--- src/sv/lbtt_pkg.sv ---
// ----------------------------------------------------------------------------
// lbtt_pkg
// Shared widths, constants, register indexes and control types for the light
// bearing top-two tracker.
// ----------------------------------------------------------------------------
`default_nettype none

package lbtt_pkg;

  localparam int W_ANGLE   = 8;
  localparam int W_SAMP    = 10;
  localparam int W_THR     = 12;
  localparam int W_GAIN    = 6;
  localparam int W_WEIGHT  = 11;
  localparam int W_SIDE    = 21;
  localparam int W_TOT     = 22;
  localparam int W_BEAR    = 16;
  localparam int W_GPROD   = W_GAIN + W_SIDE;
  localparam int W_Q       = 14;
  localparam int W_CNT     = $clog2(W_Q);
  localparam int W_CFG_IDX = 2;
  localparam int W_CFG_DAT = 12;

  localparam logic [W_WEIGHT-1:0]  MAX_WEIGHT  = 11'd1024;
  localparam logic [W_BEAR:0]      MAX_BEARING = 17'd46080;

  localparam logic [W_THR-1:0]     RST_THR     = 12'd300;
  localparam logic [W_GAIN-1:0]    RST_GAIN    = 6'd20;
  localparam logic [W_WEIGHT-1:0]  RST_WEIGHT  = 11'd717;

  localparam logic [W_CFG_IDX-1:0] CFG_THRESHOLD = 2'd0;
  localparam logic [W_CFG_IDX-1:0] CFG_GAIN      = 2'd1;
  localparam logic [W_CFG_IDX-1:0] CFG_WEIGHT    = 2'd2;

  // datapath commands, one per controller state
  typedef struct packed {
    logic load;
    logic wt_right;
    logic wt_left;
    logic total;
    logic mul;
    logic div_init;
    logic div_step;
    logic bear;
    logic update;
    logic emit;
  } cmd_t;

  typedef struct packed {
    logic pass;
    logic last;
    logic out_free;
  } sts_t;

endpackage

`default_nettype wire

--- src/sv/lbtt_ctrl.sv ---
// ----------------------------------------------------------------------------
// lbtt_ctrl
// Sequencer: one item through weighting, gain multiply, serial divide, clamp
// (those three only above threshold), kept-pair update, last-step hand-off.
// ----------------------------------------------------------------------------
`default_nettype none

module lbtt_ctrl (
  input  wire                 clk,
  input  wire                 rst_n,
  input  wire                 in_valid,
  output logic                in_stall,
  input  lbtt_pkg::sts_t      sts,
  output lbtt_pkg::cmd_t      cmd
);

  localparam logic [3:0] S_IDLE = 4'd0;
  localparam logic [3:0] S_WR   = 4'd1;
  localparam logic [3:0] S_WL   = 4'd2;
  localparam logic [3:0] S_TOT  = 4'd3;
  localparam logic [3:0] S_MUL  = 4'd4;
  localparam logic [3:0] S_DIVI = 4'd5;
  localparam logic [3:0] S_DIV  = 4'd6;
  localparam logic [3:0] S_BEAR = 4'd7;
  localparam logic [3:0] S_UPD  = 4'd8;
  localparam logic [3:0] S_EMIT = 4'd9;

  logic [3:0]                  state_r, state_nxt;
  logic [lbtt_pkg::W_CNT-1:0]  cnt_r, cnt_nxt;

  always_comb begin
    state_nxt = state_r;
    cnt_nxt   = cnt_r;
    cmd       = '0;
    in_stall  = 1'b1;
    unique case (state_r)
      S_IDLE: begin
        in_stall = 1'b0;
        if (in_valid) begin
          cmd.load  = 1'b1;
          state_nxt = S_WR;
        end
      end
      S_WR: begin
        cmd.wt_right = 1'b1;
        state_nxt    = S_WL;
      end
      S_WL: begin
        cmd.wt_left = 1'b1;
        state_nxt   = S_TOT;
      end
      S_TOT: begin
        cmd.total = 1'b1;
        state_nxt = S_MUL;
      end
      S_MUL: begin
        // below threshold: no bearing needed
        if (sts.pass) begin
          cmd.mul   = 1'b1;
          state_nxt = S_DIVI;
        end else begin
          state_nxt = S_UPD;
        end
      end
      S_DIVI: begin
        cmd.div_init = 1'b1;
        cnt_nxt      = lbtt_pkg::W_CNT'(lbtt_pkg::W_Q - 1);
        state_nxt    = S_DIV;
      end
      S_DIV: begin
        cmd.div_step = 1'b1;
        cnt_nxt      = cnt_r - 1'b1;
        if (cnt_r == '0) begin
          state_nxt = S_BEAR;
        end
      end
      S_BEAR: begin
        cmd.bear  = 1'b1;
        state_nxt = S_UPD;
      end
      S_UPD: begin
        cmd.update = 1'b1;
        state_nxt  = sts.last ? S_EMIT : S_IDLE;
      end
      S_EMIT: begin
        if (sts.out_free) begin
          cmd.emit  = 1'b1;
          state_nxt = S_IDLE;
        end
      end
      default: begin
        state_nxt = S_IDLE;
      end
    endcase
  end

  always_ff @(posedge clk) begin
    if (!rst_n) begin
      state_r <= S_IDLE;
      cnt_r   <= '0;
    end else begin
      state_r <= state_nxt;
      cnt_r   <= cnt_nxt;
    end
  end

endmodule

`default_nettype wire

--- src/sv/lbtt_dp.sv ---
// ----------------------------------------------------------------------------
// lbtt_dp
// Datapath: config registers, shared side-weight multiplier, gain multiplier,
// restoring divider, bearing clamp, kept top-two pair and output register.
// ----------------------------------------------------------------------------
`default_nettype none

module lbtt_dp (
  input  wire                                clk,
  input  wire                                rst_n,
  input  lbtt_pkg::cmd_t                     cmd,
  output lbtt_pkg::sts_t                     sts,
  input  wire                                cfg_we,
  input  wire  [lbtt_pkg::W_CFG_IDX-1:0]     cfg_index,
  input  wire  [lbtt_pkg::W_CFG_DAT-1:0]     cfg_wdata,
  input  wire  [lbtt_pkg::W_ANGLE-1:0]       in_scan_angle,
  input  wire  [lbtt_pkg::W_SAMP-1:0]        in_right_near,
  input  wire  [lbtt_pkg::W_SAMP-1:0]        in_right_far,
  input  wire  [lbtt_pkg::W_SAMP-1:0]        in_left_near,
  input  wire  [lbtt_pkg::W_SAMP-1:0]        in_left_far,
  input  wire                                in_first_step,
  input  wire                                in_last_step,
  input  wire                                out_stall,
  output logic                               out_valid,
  output logic                               out_best_valid,
  output logic [lbtt_pkg::W_BEAR-1:0]        out_best_bearing,
  output logic [lbtt_pkg::W_TOT-1:0]         out_best_strength,
  output logic                               out_second_valid,
  output logic [lbtt_pkg::W_BEAR-1:0]        out_second_bearing,
  output logic [lbtt_pkg::W_TOT-1:0]         out_second_strength
);

  // configuration
  logic [lbtt_pkg::W_THR-1:0]    thr_r;
  logic [lbtt_pkg::W_GAIN-1:0]   gain_r;
  logic [lbtt_pkg::W_WEIGHT-1:0] weight_r;

  always_ff @(posedge clk) begin
    if (!rst_n) begin
      thr_r    <= lbtt_pkg::RST_THR;
      gain_r   <= lbtt_pkg::RST_GAIN;
      weight_r <= lbtt_pkg::RST_WEIGHT;
    end else if (cfg_we) begin
      unique case (cfg_index)
        lbtt_pkg::CFG_THRESHOLD: thr_r    <= cfg_wdata;
        lbtt_pkg::CFG_GAIN:      gain_r   <= cfg_wdata[lbtt_pkg::W_GAIN-1:0];
        lbtt_pkg::CFG_WEIGHT:    weight_r <= cfg_wdata[lbtt_pkg::W_WEIGHT-1:0];
        default: ;
      endcase
    end
  end

  // captured item
  logic [lbtt_pkg::W_ANGLE-1:0] angle_r;
  logic [lbtt_pkg::W_SAMP-1:0]  rn_r, rf_r, ln_r, lf_r;
  logic                         first_r, last_r;

  always_ff @(posedge clk) begin
    if (cmd.load) begin
      angle_r <= in_scan_angle;
      rn_r    <= in_right_near;
      rf_r    <= in_right_far;
      ln_r    <= in_left_near;
      lf_r    <= in_left_far;
      first_r <= in_first_step;
      last_r  <= in_last_step;
    end
  end

  // side weighting, one shared multiplier
  logic [lbtt_pkg::W_WEIGHT-1:0] w_sat;
  logic [lbtt_pkg::W_SAMP-1:0]   near_s, far_s;
  logic [lbtt_pkg::W_SIDE-1:0]   far_prod, side_sum;
  logic [lbtt_pkg::W_SIDE-1:0]   right_r, left_r;

  assign w_sat    = (weight_r > lbtt_pkg::MAX_WEIGHT) ? lbtt_pkg::MAX_WEIGHT : weight_r;
  assign near_s   = cmd.wt_left ? ln_r : rn_r;
  assign far_s    = cmd.wt_left ? lf_r : rf_r;
  assign far_prod = lbtt_pkg::W_SIDE'(far_s) * lbtt_pkg::W_SIDE'(w_sat);
  assign side_sum = {1'b0, near_s, 10'd0} + far_prod;

  always_ff @(posedge clk) begin
    if (cmd.wt_right) begin
      right_r <= side_sum;
    end
    if (cmd.wt_left) begin
      left_r <= side_sum;
    end
  end

  // total, sign of imbalance, threshold test
  logic [lbtt_pkg::W_TOT-1:0]  total_r;
  logic [lbtt_pkg::W_SIDE-1:0] diff_r;
  logic                        neg_r, pass_r;
  logic [lbtt_pkg::W_TOT-1:0]  total_c;

  assign total_c = lbtt_pkg::W_TOT'(right_r) + lbtt_pkg::W_TOT'(left_r);

  always_ff @(posedge clk) begin
    if (cmd.total) begin
      total_r <= total_c;
      neg_r   <= right_r < left_r;
      diff_r  <= (right_r < left_r) ? (left_r - right_r) : (right_r - left_r);
      pass_r  <= total_c > {thr_r, 10'd0};
    end
  end

  // gain * diff, then restoring divide of (gain*diff*256) by total.
  // The quotient stays below 2^14, so the top 21 bits start as remainder.
  logic [lbtt_pkg::W_GPROD-1:0] gprod_r;
  logic [lbtt_pkg::W_TOT-1:0]   rem_r;
  logic [lbtt_pkg::W_Q-1:0]     num_lo_r;
  logic [lbtt_pkg::W_Q-1:0]     q_r;
  logic [lbtt_pkg::W_TOT:0]     rem_sh;
  logic                         q_bit;

  assign rem_sh = {rem_r, num_lo_r[lbtt_pkg::W_Q-1]};
  assign q_bit  = rem_sh >= {1'b0, total_r};

  always_ff @(posedge clk) begin
    if (cmd.mul) begin
      gprod_r <= lbtt_pkg::W_GPROD'(gain_r) * lbtt_pkg::W_GPROD'(diff_r);
    end
    if (cmd.div_init) begin
      rem_r    <= {1'b0, gprod_r[lbtt_pkg::W_GPROD-1:6]};
      num_lo_r <= {gprod_r[5:0], 8'd0};
      q_r      <= '0;
    end else if (cmd.div_step) begin
      rem_r    <= q_bit ? lbtt_pkg::W_TOT'(rem_sh - {1'b0, total_r})
                        : rem_sh[lbtt_pkg::W_TOT-1:0];
      num_lo_r <= {num_lo_r[lbtt_pkg::W_Q-2:0], 1'b0};
      q_r      <= {q_r[lbtt_pkg::W_Q-2:0], q_bit};
    end
  end

  // bearing with clamp to 0..180 degrees; a sum past 180 clamps high on either sign
  logic [lbtt_pkg::W_BEAR-1:0] base, bearing_r;
  logic [lbtt_pkg::W_BEAR:0]   up_sum, dn_sum, bear_sum;

  assign base     = {angle_r, 8'd0};
  assign up_sum   = {1'b0, base} + (lbtt_pkg::W_BEAR + 1)'(q_r);
  assign dn_sum   = {1'b0, base} - (lbtt_pkg::W_BEAR + 1)'(q_r);
  assign bear_sum = neg_r ? dn_sum : up_sum;

  always_ff @(posedge clk) begin
    if (cmd.bear) begin
      if (neg_r && (lbtt_pkg::W_BEAR'(q_r) > base)) begin
        bearing_r <= '0;
      end else if (bear_sum > lbtt_pkg::MAX_BEARING) begin
        bearing_r <= lbtt_pkg::MAX_BEARING[lbtt_pkg::W_BEAR-1:0];
      end else begin
        bearing_r <= bear_sum[lbtt_pkg::W_BEAR-1:0];
      end
    end
  end

  // kept pair; first step clears it before this item counts
  logic                        top_valid_r, run_valid_r;
  logic [lbtt_pkg::W_BEAR-1:0] top_bear_r, run_bear_r;
  logic [lbtt_pkg::W_TOT-1:0]  top_str_r, run_str_r;
  logic                        tv, rv;
  logic [lbtt_pkg::W_BEAR-1:0] tb, rb;
  logic [lbtt_pkg::W_TOT-1:0]  ts, rs;

  assign tv = first_r ? 1'b0 : top_valid_r;
  assign tb = first_r ? '0   : top_bear_r;
  assign ts = first_r ? '0   : top_str_r;
  assign rv = first_r ? 1'b0 : run_valid_r;
  assign rb = first_r ? '0   : run_bear_r;
  assign rs = first_r ? '0   : run_str_r;

  always_ff @(posedge clk) begin
    if (!rst_n) begin
      top_valid_r <= 1'b0;
      top_bear_r  <= '0;
      top_str_r   <= '0;
      run_valid_r <= 1'b0;
      run_bear_r  <= '0;
      run_str_r   <= '0;
    end else if (cmd.update) begin
      top_valid_r <= tv;
      top_bear_r  <= tb;
      top_str_r   <= ts;
      run_valid_r <= rv;
      run_bear_r  <= rb;
      run_str_r   <= rs;
      if (pass_r) begin
        if (!tv || total_r > ts) begin
          run_valid_r <= tv;
          run_bear_r  <= tb;
          run_str_r   <= ts;
          top_valid_r <= 1'b1;
          top_bear_r  <= bearing_r;
          top_str_r   <= total_r;
        end else if (!rv || total_r > rs) begin
          run_valid_r <= 1'b1;
          run_bear_r  <= bearing_r;
          run_str_r   <= total_r;
        end
      end
    end
  end

  // output register
  logic out_valid_r;

  always_ff @(posedge clk) begin
    if (!rst_n) begin
      out_valid_r <= 1'b0;
    end else if (cmd.emit) begin
      out_valid_r <= 1'b1;
    end else if (!out_stall) begin
      out_valid_r <= 1'b0;
    end
  end

  always_ff @(posedge clk) begin
    if (cmd.emit) begin
      out_best_valid      <= top_valid_r;
      out_best_bearing    <= top_valid_r ? top_bear_r : '0;
      out_best_strength   <= top_valid_r ? top_str_r  : '0;
      out_second_valid    <= run_valid_r;
      out_second_bearing  <= run_valid_r ? run_bear_r : '0;
      out_second_strength <= run_valid_r ? run_str_r  : '0;
    end
  end

  assign out_valid    = out_valid_r;
  assign sts.pass     = pass_r;
  assign sts.last     = last_r;
  assign sts.out_free = !out_valid_r || !out_stall;

endmodule

`default_nettype wire

--- src/sv/light_bearing_top_two_tracker_unit.sv ---
// ----------------------------------------------------------------------------
// light_bearing_top_two_tracker_unit
// Steps: accept, weight right, weight left, total; above threshold also gain
//   multiply, divide (one quotient bit per cycle) and clamp; then update and,
//   on a last step, result register. One item at a time. A held result blocks
//   only a last-step item, which waits to hand off until the output frees.
// Reset (rst_n low, synchronous): kept pair and out_valid cleared, registers
//   to threshold 300, gain 20, far weight 717.
// ----------------------------------------------------------------------------
`default_nettype none

module light_bearing_top_two_tracker_unit (
  input  wire                                clk,
  input  wire                                rst_n,
  input  wire                                cfg_we,
  input  wire  [lbtt_pkg::W_CFG_IDX-1:0]     cfg_index,
  input  wire  [lbtt_pkg::W_CFG_DAT-1:0]     cfg_wdata,
  input  wire                                in_valid,
  output logic                               in_stall,
  input  wire  [lbtt_pkg::W_ANGLE-1:0]       in_scan_angle,
  input  wire  [lbtt_pkg::W_SAMP-1:0]        in_right_near,
  input  wire  [lbtt_pkg::W_SAMP-1:0]        in_right_far,
  input  wire  [lbtt_pkg::W_SAMP-1:0]        in_left_near,
  input  wire  [lbtt_pkg::W_SAMP-1:0]        in_left_far,
  input  wire                                in_first_step,
  input  wire                                in_last_step,
  output logic                               out_valid,
  input  wire                                out_stall,
  output logic                               out_best_valid,
  output logic [lbtt_pkg::W_BEAR-1:0]        out_best_bearing,
  output logic [lbtt_pkg::W_TOT-1:0]         out_best_strength,
  output logic                               out_second_valid,
  output logic [lbtt_pkg::W_BEAR-1:0]        out_second_bearing,
  output logic [lbtt_pkg::W_TOT-1:0]         out_second_strength
);

  lbtt_pkg::cmd_t cmd;
  lbtt_pkg::sts_t sts;

  lbtt_ctrl u_ctrl (
    .clk      (clk),
    .rst_n    (rst_n),
    .in_valid (in_valid),
    .in_stall (in_stall),
    .sts      (sts),
    .cmd      (cmd)
  );

  lbtt_dp u_dp (
    .clk                 (clk),
    .rst_n               (rst_n),
    .cmd                 (cmd),
    .sts                 (sts),
    .cfg_we              (cfg_we),
    .cfg_index           (cfg_index),
    .cfg_wdata           (cfg_wdata),
    .in_scan_angle       (in_scan_angle),
    .in_right_near       (in_right_near),
    .in_right_far        (in_right_far),
    .in_left_near        (in_left_near),
    .in_left_far         (in_left_far),
    .in_first_step       (in_first_step),
    .in_last_step        (in_last_step),
    .out_stall           (out_stall),
    .out_valid           (out_valid),
    .out_best_valid      (out_best_valid),
    .out_best_bearing    (out_best_bearing),
    .out_best_strength   (out_best_strength),
    .out_second_valid    (out_second_valid),
    .out_second_bearing  (out_second_bearing),
    .out_second_strength (out_second_strength)
  );

  // one item in flight: busy right after an accept
  a_busy_after_accept: assert property (@(posedge clk) disable iff (!rst_n)
    in_valid && !in_stall |=> in_stall)
    else $error("accepted a second item back to back");

  // a runner-up never exists without a best
  a_second_needs_best: assert property (@(posedge clk) disable iff (!rst_n)
    out_valid && out_second_valid |-> out_best_valid)
    else $error("second bearing without best bearing");

  a_invalid_slot_zero: assert property (@(posedge clk) disable iff (!rst_n)
    out_valid && !out_best_valid |-> out_best_bearing == '0 && out_best_strength == '0)
    else $error("invalid best slot carries data");

  a_bearing_range: assert property (@(posedge clk) disable iff (!rst_n)
    out_valid && out_best_valid |->
      {1'b0, out_best_bearing} <= lbtt_pkg::MAX_BEARING)
    else $error("best bearing beyond 180 degrees");

  a_order: assert property (@(posedge clk) disable iff (!rst_n)
    out_valid && out_second_valid |-> out_second_strength <= out_best_strength)
    else $error("runner-up stronger than best");

endmodule

`default_nettype wire

--- config.mk ---
export PLATFORM = sky130hd
export DESIGN_NAME = light_bearing_top_two_tracker_unit
export DESIGN_NICKNAME = d
export VERILOG_FILES = /design/src/sv/lbtt_pkg.sv /design/src/sv/lbtt_ctrl.sv /design/src/sv/lbtt_dp.sv /design/src/sv/light_bearing_top_two_tracker_unit.sv
export SDC_FILE = /design/constraint.sdc
export NUM_CORES = 1
export LEC_CHECK = 0
export ABC_AREA = 1
export CORE_UTILIZATION = 40
export DETAILED_ROUTE_END_ITERATION = 16
export DONT_BUFFER_PORTS = 1
export HOLD_SLACK_MARGIN = 0.06
export SYNTH_ARGS = -nofsm -noshare
export SYNTH_HDL_FRONTEND = slang
export SYNTH_HIERARCHICAL = 1
export SYNTH_SLANG_ARGS = --single-unit
--- constraint.sdc ---
create_clock -name clk -period 8.6 [get_ports clk]
set_clock_uncertainty 0.15 [all_clocks]
set_input_delay 0 -clock clk [delete_from_list [all_inputs] [get_ports clk]]
set_output_delay 0 -clock clk [all_outputs]
set_load 0.01 [all_outputs]
* After elaboration in Yosys (flattened, before gate mapping)
Cells that the tools add are included.
** Operators by class
- Add/sub/neg operators :: 8
- Multiply operators :: 2
- Order comparisons :: 8
- Equal/unequal tests :: 15
- Multiplexer cells :: 55
- Reduce and logical (&&, ||, !) cells :: 18
** Operators with widths (number)
- 22-bit two-way mux :: 8
- 16-bit two-way mux :: 8
- 22-bit greater-than comparator :: 3
- 21-bit two-way mux :: 3
- 21-bit subtractor :: 2
- 4-bit case mux with 10 select lines :: 1
- 14-bit two-way mux :: 2
- 6-bit by 21-bit multiplier with 27-bit output :: 1
- 23-bit by 22-bit greater-or-equal comparator with 1-bit output :: 1
- 1-bit two-way mux :: 23
- 21-bit by 21-bit adder with 22-bit output :: 1
- 22-bit subtractor :: 1
- 20-bit by 21-bit adder with 21-bit output :: 1
- 21-bit less-than comparator :: 1
- 10-bit by 11-bit multiplier with 21-bit output :: 1
- 10-bit two-way mux :: 2
- 4-bit two-way mux :: 5
- 16-bit by 14-bit adder with 17-bit output :: 1
- 17-bit by 16-bit greater-than comparator with 1-bit output, second input constant :: 1
- 17-bit two-way mux :: 1
- 16-bit by 14-bit subtractor with 17-bit output :: 1
- 4-bit by 3-bit equality test with 1-bit output, second input constant :: 4
- 14-bit by 16-bit greater-than comparator with 1-bit output :: 1
- 11-bit greater-than comparator, second input constant :: 1
- 19 further kinds :: 32
** Word-level totals
- Bits in registers :: 416
- Input port bits :: 69
- Word-level logic and storage cells :: 144

* Depth between registers and ports, before layout
Gate-level depths: netlist of run 1.
- Depth in word-level cells :: 6
- Gate-level depth with buffers :: 27
- Mapped depth without buffers :: 26

* Cells and area by module
Netlist of run 1, hierarchy kept.
** Modules (own cells, without submodules)
- lbtt_dp :: times used 1, cells each 3692, area an instance 30499.3 µm², sequential area each 10990.5 µm²
- lbtt_ctrl :: times used 1, cells each 83, area an instance 511.7 µm², sequential area each 160.2 µm²

* Worst setup path after synthesis of run 1
Ideal clock, no wire load.
- Path type :: reg-to-reg
- From :: register u_ctrl.state_r[3]
- To :: register u_dp/out_best_bearing[0] (netlist bit) (enable)
- Library setup time :: 0.710 ns
- Arrival time :: 8.058 ns
- Data required time :: 7.740 ns
- Slack :: -0.318 ns
- Stages on the path, launching flop included :: 3
- Buffers on the path :: 0
- Period minus slack after synthesis :: 8.918 ns
- Path through :: dfxtp_1 inv_2 nor4_1
** RTL lines
- start: declaration :: RTL line lbtt_ctrl.sv:28 : logic [3:0] state_r, state_nxt;
- start signal: assignment :: RTL line lbtt_ctrl.sv:102 : state_r <= state_nxt;
- end signal: assignment :: RTL line lbtt_dp.sv:220 : out_best_bearing <= top_valid_r ? top_bear_r : '0;
- end: declaration :: RTL line lbtt_dp.sv:26 : output logic [lbtt_pkg::W_BEAR-1:0] out_best_bearing,

==> results by group, run 1 <==
Global route
  • Total grt overflow: 0
  • Pin count of the biggest net entering global routing: 79
  • GRT Total Usage: 20.9%
  • Global-route wire length before repair: 131000 µm
  • Initial antenna violation count: 8
  • Vias in the first global route: 24600

Yosys
  • Compound-Gate Fraction of Synth Area: 11.1%
  • Synth Instances: 3775
  • Top FF cell, synth: edfxtp_1
  • Synth cell types: 56
  • Post-synthesis adder-cell area fraction: 20.5%
  • Seq/Total Area, Yosys: 36.0%
  • Post-synth EDFFs: 284
  • Mean Syn Cell Area: 8.21 µm²
  • Synth top area share: 27.5%
  • Post-synthesis register bit count: 415
  • Post-synth top area cell: edfxtp_1
  • Top cells by area, synth: edfxtp_1 (28%), fa_1 (11%), nand2_1 (10%)
  • Mapped Area: 31000 µm²
  • Fraction of synthesized cell area in xor and xnor cells: 2.46%
  • Post-synthesis mux area share: 0.383%
  • Synth Area in Simple Gates: 19.5%
  • Yosys warning count: 6
  • Largest family of logic cells by synthesized area: adder cells
  • Net Count, Synth: 4254
  • Fraction of registers with async set/reset: 0%

Pwr
  • Max IR drop VDD: 647 µV
  • Static leakage: 16.5 nW
  • Pwr Total: 14.6 mW
  • Power Density: 420 nW/µm²

Floorplanning
  • # rows: 101
  • Die height: 280 µm
  • DIE AREA: 78600 µm²
  • Ports: 149
  • Core area: 76300 µm²
  • Starting density of the core: 40.6%
  • DIE WIDTH: 280 µm

Drt
  • DRC Markers: 0
  • Routed vias: 24900
  • Via/cell ratio: 5.06
  • Post-route ant nets: 0
  • Wire per inst: 16.4 µm
  • First-pass iteration count of the detailed router: 5
  • Detailed Route Iter0 Violations: 2109
  • Final wirelength: 80700 µm

Worst setup path
  • Setup crit end kind: register
  • Crit path DAT: 7.14 ns
  • Crit path max-delay family: adder cells
  • Path depth of the worst reg2reg path: 23
  • Crit path kind: reg2reg
  • Startpoint types: register
  • Critical Path Fanout Max: 25
  • Worst r2r src: u_ctrl/state_r[2]
  • RR Endpoint: u_dp/left_r[16]
  • Crit path cell chain: nor2_1 > inv_1 > nor2_4 > o21ai_0 > inv_1 > nor2_1 > fa_1 > inv_1 > fa_1 > inv_1 > fa_1 > fa_1 > inv_1 > fa_1 > inv_1 > ha_1 > nand2_1 > nor4_1 > a21oi_1 > o21ai_0 > nand2_1 > nand2_1 > xor2_1
  • Max stage delay cell, worst path: fa_1
  • CP required: 8.89 ns
  • Reg2reg setup slack: 1.75 ns
  • Crit-path most repeated cell: inv_1
  • Slowest stage delay, CP: 0.54 ns
  • Buf/Inv on CP: 6

Job
  • Max-Cap Viols: 0

Clock network
  • Clk Latency, worst-skew pair: 0.60 ns
  • PostCTS Resize Cnt: 0
  • CTS H-Tree Depth: 2
  • CTS Sinks: 415
  • Root Driver: clkbuf_16
  • TritonCTS clock tree: built
  • Worst-path clk slew: 0.06 ns
  • Clock buffer count from CTS: 47
  • Clk buf depth: 3

Layout
  • Most frequent cells in the layout: nand2_1 (858), inv_1 (645), edfxtp_1 (284), a21oi_1 (278), ha_1 (247)
  • Layout area overhead: 12.2%
  • Layout Nets: 4329
  • Non-Filler Instances: 4920
  • Final Cell Area: 34800 µm²
  • Share of cells above drive strength 1: 4.40%
  • Most common cell after layout, fill and taps aside: nand2_1
  • FILL cells: 7580
  • Multi-input gate area: 16800 µm²
  • FF/Latch Area: 11200 µm²

Place
  • Worst slack at placement: 1.79 ns
  • DP HPWL: 60400 µm
  • Number of port buffers: 0
  • Placed Area: 31800 µm²
  • Final GP Congestion: 0.897
  • Placed Cells: 4687

STA
  • Setup-failing EPs final: 0
  • F_max: 0.146 GHz
  • Setup_tns: 0 ns
  • RSZ-0062 raised after global routing: false
  • Fin crit share: 79.7%
  • Slew @ Worst Pin: 1.13 ns
  • Final worst setup slack: 1.75 ns
  • Post-route minimum period: 6.85 ns
  • Worst slew margin: 24.6%
  • Hold Violations, Final: 0
  • Final slew viol count: 0

Min path
  • Min-delay src: cfg_wdata[11]
  • Worst hold endpoint: u_dp/thr_r[11]
  • HP Class: in2reg
  • Cells on Worst Hold Path: 3

Outcome
  • Status: finished clean
==> cell usage after synthesis, drive strengths merged (2+ instances only) <==
library cell,n
nand2,874
inv,658
edfxtp,284
a21oi,279
o21ai,273
ha,247
nor2,234
nand3,206
fa,163
dfxtp,131
clkbuf,79
xor2,70
buf,58
nand3b,37
nor3,26
nand4,23
xnor2,17
o211ai,16
o22ai,15
a21o,14
o21bai,13
nor4,8
a21boi,7
mux2,7
o21a,7
or2,5
mux2i,4
a31oi,3
clkinv,3
o2111ai,3
o31ai,3
a211oi,2
==> report_power, final <==
part / total (mW) / leakage (nW) / internal [mW] / switching (mW)
sequential: 3.38 / 3.80 / 3.15 / 0.221
combinational: 9.28 / 11.9 / 3.22 / 6.06
clock: 1.98 / 0.746 / 1.14 / 0.838
==> tightest hold or removal path, delay by kind of cell <==
family | cells | cell delay [ns]
buf+inv | 1 | 0.54
compound gates | 2 | 0.27
==> per-stage QoR <==
step                hold slack [ns]  util [%]
detailed placement          -0.0511      41.7
global placement            -0.0511      41.7
floorplan                   -0.0511         -
global route                  0.135      45.6
finish                        0.101      45.6
CTS                          0.0769      45.6
==> area by class of cell <==
type / instances / share of cell area [%]
Inverter: 661 / 7.13
Clock inverter: 27 / 0.694
Antenna cell: 1 / 0.00719
Timing Repair Buffer: 163 / 4.60
Sequential cell: 415 / 32.0
Multi-Input combinational cell: 2562 / 48.2
Clock buffer: 61 / 3.68
Tap cell: 1030 / 3.70
==> how the worst max path moves through the flow <==
stage | slack [ns] | end | from | cells past startpoint
floorplan | 1.73 | u_dp/left_r[16] | u_ctrl/state_r[2] | 24
global placement | 2.00 | u_dp/left_r[16] | u_ctrl/state_r[2] | 23
detailed placement | 1.79 | u_dp/left_r[16] | u_ctrl/state_r[2] | 23
CTS | 1.76 | u_dp/left_r[16] | u_ctrl/state_r[2] | 23
global route | 1.27 | u_dp/left_r[16] | u_ctrl/state_r[2] | 22
finish | 1.75 | u_dp/left_r[16] | u_ctrl/state_r[2] | 23
==> sequential cells by signal, summed over array words and instances, names as in the netlist, 10 cells and up <==
name / cells
u_dp/bearing_r: 16
u_dp/rn_r: 10
u_dp/run_bear_r: 16
u_dp/weight_r: 11
u_dp/top_str_r: 22
u_dp/top_bear_r: 16
u_dp/total_r: 22
u_dp/out_second_bearing: 16
u_dp/q_r: 14
u_dp/out_best_strength: 22
u_dp/diff_r: 20
u_dp/out_best_bearing: 16
u_dp/run_str_r: 22
u_dp/right_r: 21
u_dp/rf_r: 10
u_dp/gprod_r: 27
u_dp/out_second_strength: 22
u_dp/rem_r: 22
u_dp/thr_r: 12
u_dp/ln_r: 10
u_dp/left_r: 21
u_dp/lf_r: 10
==> logic make-up after synthesis <==
group,Yosys count
fa+ha+maj,410
mux,11
buf+inv,798
xor+xnor,87
compound gates,639
flops,415
simple gates,1415
==> layer usage <==
layer | part of all wire (%) | global-route usage [%] | vias to the layer above
met3 | 5.4 | 2.37 | 120
met1 | 45 | 28.2 | 11700
li1 | - | - | 12300
met4 | 2.5 | 5.86 | 2
met2 | 47 | 35.2 | 683
met5 | 0.016 | 0 | -
==> what timing repair did <==
action	in CTS	in global routing
hold endpoints to repair	226	0
hold buffers	144	0
buffers inserted	0	0
(Power assumes the default switching activity.)
==> run 2, diff against run 1 <==
==> constraint.sdc (replaced) <==
create_clock -name clk -period 5.8 [get_ports clk]
set_clock_uncertainty 0.15 [all_clocks]
set_input_delay 0 -clock clk [delete_from_list [all_inputs] [get_ports clk]]
set_output_delay 0 -clock clk [all_outputs]
set_load 0.01 [all_outputs]
==> run 2 against run 1 <==
Compared with the run above:
- design area rose by 5.5%
- global-route usage rose by 0.25 points
- utilization rose by 2.5 points
- sequential cell count did not move
- clock-buffer cell count fell by 7
- hold slack got worse by 0.0051 ns
==> results by group, run 2 (synthesized netlist as in run 1, its figures left out) <==
Outcome
  • Status: finished clean

Global route
  • Pin count of the biggest net entering global routing: 79
  • GRT Total Usage: 21.1%
  • Initial antenna violation count: 4
  • Total grt overflow: 0
  • Vias in the first global route: 25200
  • Global-route wire length before repair: 134000 µm

Drt
  • Detailed Route Iter0 Violations: 1756
  • DRC Markers: 0
  • Routed vias: 25200
  • First-pass iteration count of the detailed router: 6
  • Final wirelength: 82300 µm
  • Post-route ant nets: 0
  • Wire per inst: 16.4 µm
  • Via/cell ratio: 5.01

Clock network
  • CTS H-Tree Depth: 2
  • Clock buffer count from CTS: 48
  • Clk buf depth: 3
  • CTS Sinks: 415
  • TritonCTS clock tree: built
  • Root Driver: clkbuf_16
  • Clk Latency, worst-skew pair: 0.60 ns
  • Worst-path clk slew: 0.06 ns

Min path
  • Cells on Worst Hold Path: 3
  • Worst hold endpoint: u_dp/weight_r[10]
  • HP Class: in2reg
  • Min-delay src: cfg_wdata[10]

Layout
  • Most frequent cells in the layout: nand2_1 (832), inv_1 (618), edfxtp_1 (284), a21oi_1 (268), ha_1 (233)
  • Layout area overhead: 18.4%
  • Final Cell Area: 36700 µm²
  • Top reg by flops: u_dp/gprod_r
  • Most common cell after layout, fill and taps aside: nand2_1
  • Final Util: 48.1%
  • FILL cells: 7423
  • Layout Nets: 4440
  • FF/Latch Area: 11200 µm²
  • Multi-input gate area: 17400 µm²
  • Share of cells above drive strength 1: 10.8%
  • Max FFs per register: 27

STA
  • Post-route minimum period: 5.66 ns
  • RSZ-0062 raised after global routing: true
  • Slew @ Worst Pin: 1.06 ns
  • F_max: 0.177 GHz
  • Final slew viol count: 0
  • Setup-failing EPs final: 0
  • Fin crit share: 97.6%
  • Hold Violations, Final: 0
  • Worst slew margin: 29.1%

Worst setup path
  • Slowest stage delay, CP: 0.58 ns
  • Startpoint types: register
  • Max stage delay cell, worst path: fa_2
  • Setup crit end kind: register
  • Reg2reg setup slack: 0.14 ns
  • Path depth of the worst reg2reg path: 26
  • Crit path DAT: 5.84 ns
  • Worst r2r src: u_ctrl/state_r[3]
  • RR Endpoint: u_dp/left_r[19]
  • CP required: 5.98 ns
  • Critical Path Fanout Max: 5
  • Crit path kind: reg2reg

Place
  • DP HPWL: 61500 µm
  • Final GP Congestion: 0.927
  • Number of port buffers: 0
  • Placed Area: 32600 µm²

Floorplanning
  • DIE AREA: 78600 µm²
  • Ports: 149
  • Core area: 76300 µm²
  • Die height: 280 µm
  • # rows: 101
  • Starting density of the core: 40.6%
  • DIE WIDTH: 280 µm

Job
  • Max-Cap Viols: 0
[run 2: cell types whose count changed in the layout (fill, tap and decap cells not counted), moves of 14 or more]
cell and change:
nor2_2 +16, buf_4 +89, nor2_1 -25, inv_1 -27, nand2_2 +21, ha_4 +14, ha_1 -14, buf_6 +15
nand2_1 -26, inv_2 +21
[run 2: timing repair]
| item | 4_1_cts | 5_1_grt |
|---|---|---|
| hold buffers | 143 | 0 |
| setup endpoints to repair | 18 | 20 |
| setup buffers | 0 | 31 |
| hold endpoints to repair | 217 | 0 |
| pin swaps | 1 | 82 |
| gates resized for setup | 8 | 158 |
| gates cloned | 0 | 2 |
[run 2: layer usage]
metal  up-vias  global-route usage (%)  part of all wire [%]
met1     11900                    28.1                    45
met5         -                       0                 0.021
met4         2                    5.48                   2.2
li1      12500                       -                     -
met3       115                    2.61                   4.9
met2       635                    36.2                    48
[run 2: worst max-delay path, delay by kind of cell (launching register included)]
kind	cells	cell delay (ns)
compound gates	3	0.39
fa+ha+maj	6	2.75
simple gates	8	0.77
buf+inv	8	0.84
xor+xnor	1	0.15
flops	1	0.33
[run 2: through the flow]
step	hold slack, ns	setup WS (ns)	setup TNS (ns)	std cells
6_report	0.0959	0.138	0	5032
5_1_grt	0.123	-0.0797	-0.601	5032
4_1_cts	0.0628	0.0130	0	4998
3_5_place_dp	-0.0511	-0.229	-2.35	4766
3_3_place_gp	-0.0511	-0.219	-1.70	4766
2_1_floorplan	-0.0511	-0.0508	-0.156	3775
[run 2: cell type report]
cell class	instances	share of cell area (%)
Antenna cell	2	0.0136
Clock buffer	54	3.47
Clock inverter	35	1.37
Inverter	661	6.79
Multi-Input combinational cell	2562	47.4
Sequential cell	415	30.4
Tap cell	1030	3.51
Timing Repair Buffer	273	7.02
[run 2: how the worst max path moves through the flow]
stage	from	endpoint	slack, ns	cells after the start
floorplan	u_ctrl/state_r[2]	u_dp/left_r[15]	-0.05	26
global placement	u_dp/weight_r[4]	u_dp/left_r[19]	-0.22	26
detailed placement	u_dp/weight_r[4]	u_dp/left_r[19]	-0.23	26
CTS	u_dp/weight_r[5]	u_dp/left_r[19]	0.01	26
global route	u_ctrl/state_r[3]	u_dp/left_r[19]	-0.08	28
finish	u_ctrl/state_r[3]	u_dp/left_r[19]	0.14	26
Power of run 2 is left out: the tool's default activity adds up to more than one toggle a clock period on the data nets, which glitch-free logic cannot reach.
